**src/sv/integral_image_stream_assert.svh**
```systemverilog
// assertion macros for the integral image block
`ifndef INTEGRAL_IMAGE_STREAM_ASSERT_SVH
`define INTEGRAL_IMAGE_STREAM_ASSERT_SVH
`ifndef ASSERT_OFF
// same-cycle implication
`define IIS_ASSERT_IMPL(lbl, clk, rst, ante, cons, msg) \
   lbl: assert property (@(posedge clk) disable iff (rst) (ante) |-> (cons)) else $error(msg);
// next-cycle implication
`define IIS_ASSERT_NEXT(lbl, clk, rst, ante, cons, msg) \
   lbl: assert property (@(posedge clk) disable iff (rst) (ante) |=> (cons)) else $error(msg);
`else
`define IIS_ASSERT_IMPL(lbl, clk, rst, ante, cons, msg)
`define IIS_ASSERT_NEXT(lbl, clk, rst, ante, cons, msg)
`endif
`endif

```
**src/sv/iis_pkg.sv**
```systemverilog
package iis_pkg;

   localparam int AREA_W       = 28;
   localparam int PIXEL_W      = 8;
   localparam int DIM_CFG_W    = 11;
   localparam int CSR_INDEX_W  = 1;

   localparam logic [CSR_INDEX_W-1:0] REG_IMAGE_WIDTH  = 1'd0;
   localparam logic [CSR_INDEX_W-1:0] REG_IMAGE_HEIGHT = 1'd1;

   localparam int IMAGE_WIDTH_RESET  = 640;
   localparam int IMAGE_HEIGHT_RESET = 480;

   localparam int QUEUE_DEPTH = 4;
   localparam int QCNT_W      = $clog2(QUEUE_DEPTH + 1);

   typedef struct packed {
      logic [AREA_W-1:0] area_sum;
      logic              row_end;
      logic              frame_end;
   } result_type;

endpackage

```
**src/sv/iis_out_queue.sv**
```systemverilog
module iis_out_queue
   import iis_pkg::*;
#(
   parameter int DEPTH = 4
) (
   input  logic                       clock,
   input  logic                       reset,
   input  logic                       push,
   input  result_type                 push_data,
   output logic                       out_valid,
   output result_type                 out_data,
   input  logic                       out_stall,
   output logic [$clog2(DEPTH+1)-1:0] count
);

   localparam int PW = (DEPTH > 1) ? $clog2(DEPTH) : 1;
   localparam int CW = $clog2(DEPTH + 1);

   result_type        mem [DEPTH];
   logic [PW-1:0]     wr_ptr_ff, wr_ptr_in;
   logic [PW-1:0]     rd_ptr_ff, rd_ptr_in;
   logic [CW-1:0]     count_ff, count_in;
   logic              pop;

   assign out_valid = (count_ff != '0);
   assign out_data  = mem[rd_ptr_ff];
   assign count     = count_ff;
   assign pop       = out_valid && !out_stall;

   always_comb begin
      wr_ptr_in = wr_ptr_ff;
      rd_ptr_in = rd_ptr_ff;
      count_in  = count_ff;
      if (push) begin
         wr_ptr_in = (wr_ptr_ff == PW'(DEPTH - 1)) ? '0 : wr_ptr_ff + 1'b1;
      end
      if (pop) begin
         rd_ptr_in = (rd_ptr_ff == PW'(DEPTH - 1)) ? '0 : rd_ptr_ff + 1'b1;
      end
      case ({push, pop})
         2'b10:   count_in = count_ff + 1'b1;
         2'b01:   count_in = count_ff - 1'b1;
         default: count_in = count_ff;
      endcase
   end

   always_ff @(posedge clock) begin
      if (push) begin
         mem[wr_ptr_ff] <= push_data;
      end
      if (reset) begin
         wr_ptr_ff <= '0;
         rd_ptr_ff <= '0;
         count_ff  <= '0;
      end else begin
         wr_ptr_ff <= wr_ptr_in;
         rd_ptr_ff <= rd_ptr_in;
         count_ff  <= count_in;
      end
   end

endmodule

```
**config.mk**
```make
export PLATFORM = sky130hd
export DESIGN_NAME = iis_out_queue
export DESIGN_NICKNAME = d
export VERILOG_FILES = /design/src/sv/integral_image_stream_assert.svh /design/src/sv/iis_pkg.sv /design/src/sv/iis_out_queue.sv
export SDC_FILE = /design/constraint.sdc
export NUM_CORES = 1
export LEC_CHECK = 0
export ABC_CLOCK_PERIOD_IN_PS = 2900
export BUFFER_PORTS_ARGS = -buffer_cell sky130_fd_sc_hd__buf_2
export CAP_MARGIN = 20
export CORE_MARGIN = 2
export CORE_UTILIZATION = 40
export CTS_BUF_LIST = sky130_fd_sc_hd__clkbuf_4 sky130_fd_sc_hd__clkbuf_8
export CTS_CLUSTER_DIAMETER = 100
export DETAILED_ROUTE_END_ITERATION = 10
export PLACE_DENSITY = 0.69
export REMOVE_ABC_BUFFERS = 1
export SYNTH_ARGS = -nofsm -noshare
export SYNTH_HDL_FRONTEND = slang
export SYNTH_SLANG_ARGS = --single-unit
```
**constraint.sdc**
```tcl
create_clock -name clock -period 2.9 [get_ports clock]
set_input_delay 0.58 -clock clock [delete_from_list [all_inputs] [get_ports clock]]
set_output_delay 0.58 -clock clock [all_outputs]
set_load 0.01 [all_outputs]
```
# --- Yosys cells after proc, flatten, opt, wreduce, memory -nomap -nowiden ---
# Memory sizes are Yosys's and may differ from the RTL's. A register that Yosys moved wholly into a read port is not among the register bits.
# Index checks and enable logic that the tools add are counted.
# Widths: inputs -> output; s select.
word_totals:
  regBits: 7
  mem_bits_rw: 120
  wordCells: 23
  n_memories: 1
memory_table:
  columns: ["memory", "depth", "width", "rd", "rd_clocked_by_memory_dff", "wr", "line_no", "text"]
  rows:
  - ["mem", 4, 30, 1, 1, 1, "iis_out_queue.sv:19", "result_type mem [DEPTH];"]
op_classes:
  add_sub_neg: 4
  n_eq_ne: 4
  n_mux: 7
  reduce_logical: 4
ops:
  columns: ["cell", "n"]
  rows:
  - ["$mux 2", 4]
  - ["$eq 2x2->1 const B", 3]
  - ["$pmux 3 s2", 1]
  - ["$add 2x1->2 const B", 2]
  - ["$add 3x1->3 const B", 1]
  - ["$reduce_bool 3->1", 1]
  - ["$sub 3x1->3 const B", 1]
  - ["$eq 2x1->1 const B", 1]
  - ["$mux 1", 2]
  - ["$reduce_bool 2->1", 1]
  - ["$logic_and 1x1->1", 1]
  - ["$logic_not 1->1", 1]

# --- Logic depth before layout (Yosys ltp) ---
# Gate-level depths: netlist of the first run.
logic_depth:
  word_depth: 4
  depth_mapped: 8

# --- Least setup slack after synthesis of the first run ---
# No wires, ideal clock.
synth_path:
  path_kind: "input to register"
  startpoint: "in out_stall"
  endpoint: "reg count_ff[2], in the netlist count[2]"
  setup_time_ns: 0.070
  t_arrival_ns: 1.816
  setup_slack_ns: 1.014
  cell_stages: 7
  path_cell_list: "nor2_1 ha_1 inv_1 fa_1 xor2_1 or3_1 a21oi_1"
synth_via:
  elab_chain_len: 4
  elab_cells_between_ends: 6
  cone_classes: "eq/ne: 2; mux: 1; reduce/logical: 3"
synth_rtl:
  columns: ["element", "line_no", "text"]
  rows:
  - ["from (decl)", "iis_out_queue.sv:12", "input logic out_stall,"]
  - ["$logic_not 1->1 (*)", "iis_out_queue.sv:28", "assign pop = out_valid && !out_stall;"]
  - ["$logic_and 1x1->1 (*)", "iis_out_queue.sv:28", null]
  - ["$eq 2x1->1 or $eq 2x2->1 (tied branches)", "iis_out_queue.sv:40", "case ({push, pop})"]
  - ["$pmux 3 s2 or $reduce_bool 2->1 (tied branches)", null, null]
  - ["to (signal assigned)", "iis_out_queue.sv:58", "count_ff <= count_in;"]
  - ["to (decl)", "iis_out_queue.sv:22", "logic [CW-1:0] count_ff, count_in;"]
# Every way passes the cells marked *; elsewhere a longest branch is shown, timed or not.
# A chain may end at the register's enable or synchronous reset.

==> metrics.md, run 1 <==
| Metric | Value |
|---|---|
| Die Span X | `about 110 um` |
| Critical Path End | `out_data[19]` |
| Met2 wire len | `approximately 3.8 mm` |
| Hold slack | `around 370 ps` |
| Worst path cell trace | `buf_12, mux4_2, buf_2` |
| CTS sink cnt | `~130` |
| Worst vdd ir | `a little under 500 uV` |
| Flop pwr share | `0.462` |
| Final Power | `between 4 and 5 mW` |
| CP Data Arrival Time | `about 1800 ps` |
| Cell variety after synth | `19` |
| Flop2flop setup slack | `a little under 1000 ps` |
| Post-cts resize count | `0` |
| Initial antenna violation count | `0` |
| Mean Syn Cell Area | `23.3 um^2` |
| Setup Buffers After CTS | `0` |
| Slew HR | `0.443` |
| Worst min path class | `in -> reg` |
| H-tree lvl count | `4` |
| Cell Rows | `39` |
| Syn Std Cell Area | `approximately 4800 um^2` |
| Gpl congestion | `approximately 0.69` |
| Buffers added on ports | `between 60 and 70` |
| Worst-case clock buffer depth | `2` |
| Crit share post-route | `0.802` |
| Max Fclk | `around 430 MHz` |
| Pleak | `roughly 2 nW` |
| Pin count of the biggest net entering global routing | `31` |
| Min Clock Period, post-route | `2330 ps` |
| Dpl hpwl | `4.77 mm` |
| First-pass DRT Iterations | `5` |
| Skew final | `between 6 and 7 ps` |
| Hold Violations, Final | `0` |
| Met3 wire length | `roughly 610 um` |
| Sw Ratio | `0.238` |
| Asr flop ratio synth | `0` |
| Top-count cell post-synth | `edfxtp_1` |
| Setup Viol. Count Final | `0` |
| Max-slew violations | `0` |
| Top cell type's share of synthesized area | `0.753` |
| Final WL | `approximately 8 mm` |
| CP startpoint kind | `flip-flop` |
| Ratio of cells with drive above 1 in the final layout | `0.466` |
| Synth-to-Final Area Change | `20.6%` |
| Worst EP required | `roughly 2300 ps` |
| First-pass GRT wire length | `between 10 and 15 mm` |
| Initial Util | `0.414` |
| Post-synth top area cell | `edfxtp_1` |
| Gr ovfl total | `0` |
| TritonCTS clock tree | `built` |
| Run status | `finished clean` |
| Synth Area in XOR/XNOR | `0.00366` |
| Antenna-violating nets left | `0` |
| Mux cell area share after synthesis | `0.143` |
| Io pins | `roughly 70` |
| Sequential fraction of the synthesis area | `0.791` |
| Top routing layer in use | `met4` |
| Clk_lat worst skew | `between 400 and 500 ps` |
| Int Power | `between 3 and 4 mW` |
| CP max stage cell | `mux4_2` |
| Iter 0 DRT Violations | `75` |
| Primary FF master, synth | `edfxtp_1` |
| Final net count | `approximately 330` |
| Routed vias/inst | `5.02` |
| EDFF count, synth | `120` |
| Largest cells by area after synthesis | `edfxtp_1, mux4_2, dfxtp_1, ha_1, buf_6` |
| Final setup TNS | `0 ps` |
| Unrepaired setup endpoints after global routing | `no` |
| P per Cell Area | `about 820 nW/um^2` |
| Num CTS Buffers | `17` |
| Die Y | `roughly 110 um` |
| Wl on met1 | `approximately 3.4 mm` |
| Root buffer cell | `clkbuf_8` |
| Max incr delay on CP | `approximately 560 ps` |
| Vias in the first global route | `between 2k and 2.5k` |
| Crit end category | `output port` |
| Combinational Power Share | `0.182` |
| Post-route DRC | `0` |
| Crit Path Max Fanout | `30` |
| Global-route usage over all layers | `0.130` |
| Largest family of logic cells by synthesized area | `multiplexers` |
| Psw | `1.13 mW` |
| Simple-Gate Fraction of Synth Area | `0.0180` |
| Worst r2r path cells | `8` |
| #FFs+latches synth | `129` |
| R2r startpoint | `count[0]$_SDFFE_PP0P_` |
| Post-synthesis cell count | `205` |
| Clock-pin slew on the worst setup and hold paths | `70 ps` |
| Drt wl/cell | `17.5 um` |
| CTS Hold Bufs | `0` |
| Core area | `approximately 12,000 um^2` |
| FF-to-FF End | `count[2]$_SDFFE_PP0P_` |
| Complex-gate fraction of the synthesized area | `0.00837` |
| Max-capacitance violation count | `0` |
| ANT cells | `0` |
| WS Path Type | `reg -> out` |
| Yosys warns | `0` |
| Clock power frac | `0.356` |
| Synth Area in Adders | `0.0199` |
| Die ar. | `12,800 um^2` |
| Synth top cells by count | `edfxtp_1, mux4_2, dfxtp_1` |
| Total number of vias | `2,247` |
| Slew @ Worst Pin | `between 800 and 900 ps` |
power by group through the flow:
stage	clock network, mW	registers [mW]	logic (mW)
2_1_floorplan	0	2.30	0.473
3_5_place_dp	0	2.23	0.883
3_3_place_gp	0	2.22	0.870
6_report	1.68	2.19	0.863
4_1_cts	1.72	2.19	0.887
5_1_grt	1.80	2.20	0.952
cell families after synthesis:
kind of cell / Yosys count
buffers and inverters: 13
AOI/OAI and AO/OA: 8
muxes: 31
xor gates and xnor gates: 2
DFF: 129
and+or+nand+nor: 15
adders and majority gates: 7
worst max-delay path, delay by kind of cell (launching register included):
kind	cells	cell delay, ps
multiplexers	1	560
buffers and inverters	2	420
flip-flops	1	340
cells in the final DEF (no fill, tap or decap):
cell          n
clkinv_2      4
clkinv_1      1
nor3b_1       1
a21oi_1       5
buf_12        1
fa_1          1
clkbuf_4      3
clkbuf_8     17
or4_1         1
xor2_1        2
clkinvlp_4    2
nand3b_1      1
buf_4         6
mux2i_1       1
dfxtp_2       2
ha_1          6
bufinv_16     5
mux4_2       30
inv_1         7
or3_1         1
edfxtp_1    120
and2_2        4
dfxtp_1       7
nor2_1        6
o21ai_0       3
buf_2        67
nor3_2        1
worst min-delay path by stage:
stage                                         start               endpoint  slack (ps)  cells past startpoint
after CTS                             push_data[19]   mem[3][19]$_DFFE_PP_         340                      1
after global placement        count[2]$_SDFFE_PP0P_  count[2]$_SDFFE_PP0P_         500                      2
after detailed placement  rd_ptr_ff[1]$_SDFFE_PP0N_              flip-flop         490                      2
final                                 push_data[29]   mem[2][29]$_DFFE_PP_         370                      1
after floorplan           rd_ptr_ff[1]$_SDFFE_PP0N_              flip-flop         460                      2
after global routing                   push_data[1]    mem[0][1]$_DFFE_PP_         340                      1
per-stage QoR:
step	setup slack, ps	instances	instance area, um^2	util
3_3_place_gp	853	416	5320	0.460
6_report	574	448	5770	0.499
3_5_place_dp	750	416	5320	0.460
4_1_cts	513	448	5770	0.499
5_1_grt	475	448	5770	0.499
2_1_floorplan	267	199	4730	-
routing by layer:
layer	global-route usage	vias up
met3	0.0686	12
met2	0.203	65
met4	0.0439	0
met1	0.156	1146
met5	0	-
li1	-	1024
registers in the layout, summed over array words and instances (netlist names), named ones only:
register,flops
mem,120
count,3
rd_ptr_ff,2
wr_ptr_ff,2
final cells by class:
type                       count  area, um^2
tap                          143         179
clock buffer                  20         256
fill                         950        5800
multi-input combinational     63         930
sequential                   129        3790
timing repair buffer          74         400
inverter                       7        26.3
clock inverter                12         189
Note: power is estimated with default switching activity, not from simulation.
==> inputs of run 2 (changes only) <==
--- a/config.mk
+++ b/config.mk
@@ -5,7 +5,7 @@
 export SDC_FILE = /design/constraint.sdc
 export NUM_CORES = 1
 export LEC_CHECK = 0
-export ABC_CLOCK_PERIOD_IN_PS = 2900
+export ABC_CLOCK_PERIOD_IN_PS = 2000
 export BUFFER_PORTS_ARGS = -buffer_cell sky130_fd_sc_hd__buf_2
 export CAP_MARGIN = 20
 export CORE_MARGIN = 2
@@ -13,7 +13,7 @@
 export CTS_BUF_LIST = sky130_fd_sc_hd__clkbuf_4 sky130_fd_sc_hd__clkbuf_8
 export CTS_CLUSTER_DIAMETER = 100
 export DETAILED_ROUTE_END_ITERATION = 10
-export PLACE_DENSITY = 0.69
+export PLACE_DENSITY = 0.71
 export REMOVE_ABC_BUFFERS = 1
 export SYNTH_ARGS = -nofsm -noshare
 export SYNTH_HDL_FRONTEND = slang
==> constraint.sdc (replaced) <==
create_clock -name clock -period 2 [get_ports clock]
set_input_delay 0.4 -clock clock [delete_from_list [all_inputs] [get_ports clock]]
set_output_delay 0.4 -clock clock [all_outputs]
set_load 0.01 [all_outputs]
==> metrics.md, run 2 (same netlist as run 1, synthesis figures left out) <==
| Metric | Value |
|---|---|
| Largest register FFs | `120 (unchanged)` |
| Pleak | `2.08 nW (+4.3%)` |
| Total number of vias | `2,301 (+2.4%)` |
| Hold Violations, Final | `0 (unchanged)` |
| CTS sink cnt | `129 (unchanged)` |
| CP delay by family, top | `multiplexers` |
| Worst min path class | `in -> reg` |
| Initial antenna violation count | `1 (+1)` |
| Final WL | `8.76 mm (+12%)` |
| Die Span X | `113 um (unchanged)` |
| Io pins | `68 (unchanged)` |
| Setup Viol. Count Final | `30 (+30)` |
| Setup WS post-layout | `-133 ps (-707 ps)` |
| First-pass GRT wire length | `13.3 mm (+9.8%)` |
| Antenna-violating nets left | `0 (unchanged)` |
| Final net count | `339 (+1.8%)` |
| ANT cells | `0 (unchanged)` |
| CP startpoint kind | `flip-flop` |
| CP max stage cell | `mux4_2` |
| CTS Hold Bufs | `0 (unchanged)` |
| Worst EP required | `1600 ps (-720 ps)` |
| Run status | `complete, but fails checks` |
| Most frequent cells in the layout | `edfxtp_1, buf_2, mux4_2, buf_6, clkbuf_8` |
| Max incr delay on CP | `480 ps (-80 ps)` |
| CP Data Arrival Time | `1730 ps (-20 ps)` |
| Dpl hpwl | `5.28 mm (+11%)` |
| Hold slack | `183 ps (-184 ps)` |
| Worst hold path depth | `1 (unchanged)` |
| Die Y | `113 um (unchanged)` |
| Worst Hold Endpoint | `mem[1][20]$_DFFE_PP_` |
| Post-route DRC | `0 (unchanged)` |
| Gr ovfl total | `0 (unchanged)` |
| Worst-case clock buffer depth | `2 (unchanged)` |
| Crit end category | `output port` |
| Die ar. | `12,800 um^2 (unchanged)` |
| Initial Util | `0.414 (unchanged)` |
| Clk_lat worst skew | `430 ps (about the same)` |
| R2r startpoint | `count[0]$_SDFFE_PP0P_` |
| Max Fclk | `around 470 MHz` |
| P per Cell Area | `1150 nW/um^2 (+40%)` |
| Worst r2r path cells | `8 (unchanged)` |
| Vias in the first global route | `2,509 (+7.9%)` |
| Cell Rows | `39 (unchanged)` |
| Unrepaired setup endpoints after global routing | `yes` |
| Root buffer cell | `clkbuf_8` |
| Gpl congestion | `0.663 (-4.1%)` |
| H-tree lvl count | `4 (unchanged)` |
| Pin count of the biggest net entering global routing | `23 (-26%)` |
| Largest reg by FF count | `mem` |
| Min Clock Period, post-route | `between 2000 and 2500 ps` |
| Worst path cell trace | `buf_12, clkbuf_16, mux4_2, buf_2` |
| Global-route usage over all layers | `0.146 (+0.0165)` |
| Slew @ Worst Pin | `316 ps (-519 ps)` |
| Crit Path Max Fanout | `5 (-83%)` |
| Routed vias/inst | `5.09 (+1.5%)` |
| Skew final | `6.40 ps (-0.351 ps)` |
| Num CTS Buffers | `17 (unchanged)` |
| Iter 0 DRT Violations | `73 (-2.7%)` |
| WS Path Type | `reg -> out` |
| Final Power | `6.88 mW (+45%)` |
| Core area | `11,600 um^2 (unchanged)` |
| Crit share post-route | `1.07` |
| Drt wl/cell | `19.4 um (+11%)` |
| Flop2flop setup slack | `160 ps (-830 ps)` |
| Filler Cell Count | `899 (-5.4%)` |
| Ratio of cells with drive above 1 in the final layout | `0.479 (+0.0134)` |
| Failing checks | `negative setup slack` |
| Max-capacitance violation count | `0 (unchanged)` |
| Slew HR | `0.789 (+0.346)` |
| Synth-to-Final Area Change | `25.7%` |
| Hold_sp | `push_data[20]` |
| CP Buf/Inv Count | `3 (+1)` |
| Most common cell after layout, fill and taps aside | `edfxtp_1` |
| Worst vdd ir | `810 uV (+69%)` |
| Buffers added on ports | `67 (unchanged)` |
| FF-to-FF End | `count[2]$_SDFFE_PP0P_` |
| First-pass DRT Iterations | `4 (-1)` |
| Clock-pin slew on the worst setup and hold paths | `70 ps (about the same)` |
| Max-slew violations | `0 (unchanged)` |
| TritonCTS clock tree | `built` |
[run 2: cell count changes in the layout (fill, tap and decap cells not counted), sizes merged]
cell,delta
clkinvlp,-2
buf,+5
clkbuf,+2
clkinv,+2
bufinv,-3
[run 2: layout make-up]
cell class / count / area (um^2) / share of cell area
sequential: 129 / 3790 / 0.631
multi-input combinational: 63 / 930 / 0.155
timing repair buffer: 80 / 724 / 0.121
clock buffer: 21 / 264 / 0.0439
tap: 143 / 179 / 0.0298
clock inverter: 9 / 92.6 / 0.0154
inverter: 7 / 26.3 / 0.00437
[run 2: stage by stage]
stage,std cells,instance area (um^2),worst slack (ps),util,setup TNS [ps]
4_1_cts,451,5940,-174,0.513,-3960
3_5_place_dp,417,5420,31.2,0.468,0
6_report,452,6010,-133,0.520,-2750
3_3_place_gp,417,5420,119,0.468,0
5_1_grt,452,6010,-193,0.520,-4850
2_1_floorplan,199,4730,-453,-,-13590
[run 2: worst max-delay path by stage]
stage / startpoint / to / slack (ps) / depth (start not counted)
2_1_floorplan: flip-flop / out_data[0] / -450 / 1
3_3_place_gp: out_stall / count[2]$_SDFFE_PP0P_ / 120 / 8
3_5_place_dp: out_stall / count[2]$_SDFFE_PP0P_ / 30 / 8
4_1_cts: flip-flop / out_data[9] / -170 / 4
5_1_grt: flip-flop / out_data[28] / -190 / 4
6_report: flip-flop / out_data[10] / -130 / 4
[run 2: timing repair]
item | in CTS | in global routing
gates cloned | 2 | 1
gates resized for setup | 18 | 11
setup buffers | 2 | 0
endpoints found under the setup margin | 30 | 31
endpoints found under the hold margin | 0 | 0
[run 2: per-layer routing]
metal  track usage  wire (um)  share of wire
met5             0         17         0.0019
met4        0.0659        150          0.017
met3        0.0578        439          0.050
met2         0.234       4460           0.51
met1         0.177       3690           0.42
[run 2: where the power goes]
part           switching (mW)  leakage [nW]  internal (mW)
Clock                   0.894         0.192           1.13
Combinational           0.711         0.711          0.950
Sequential             0.0881          1.18           3.11
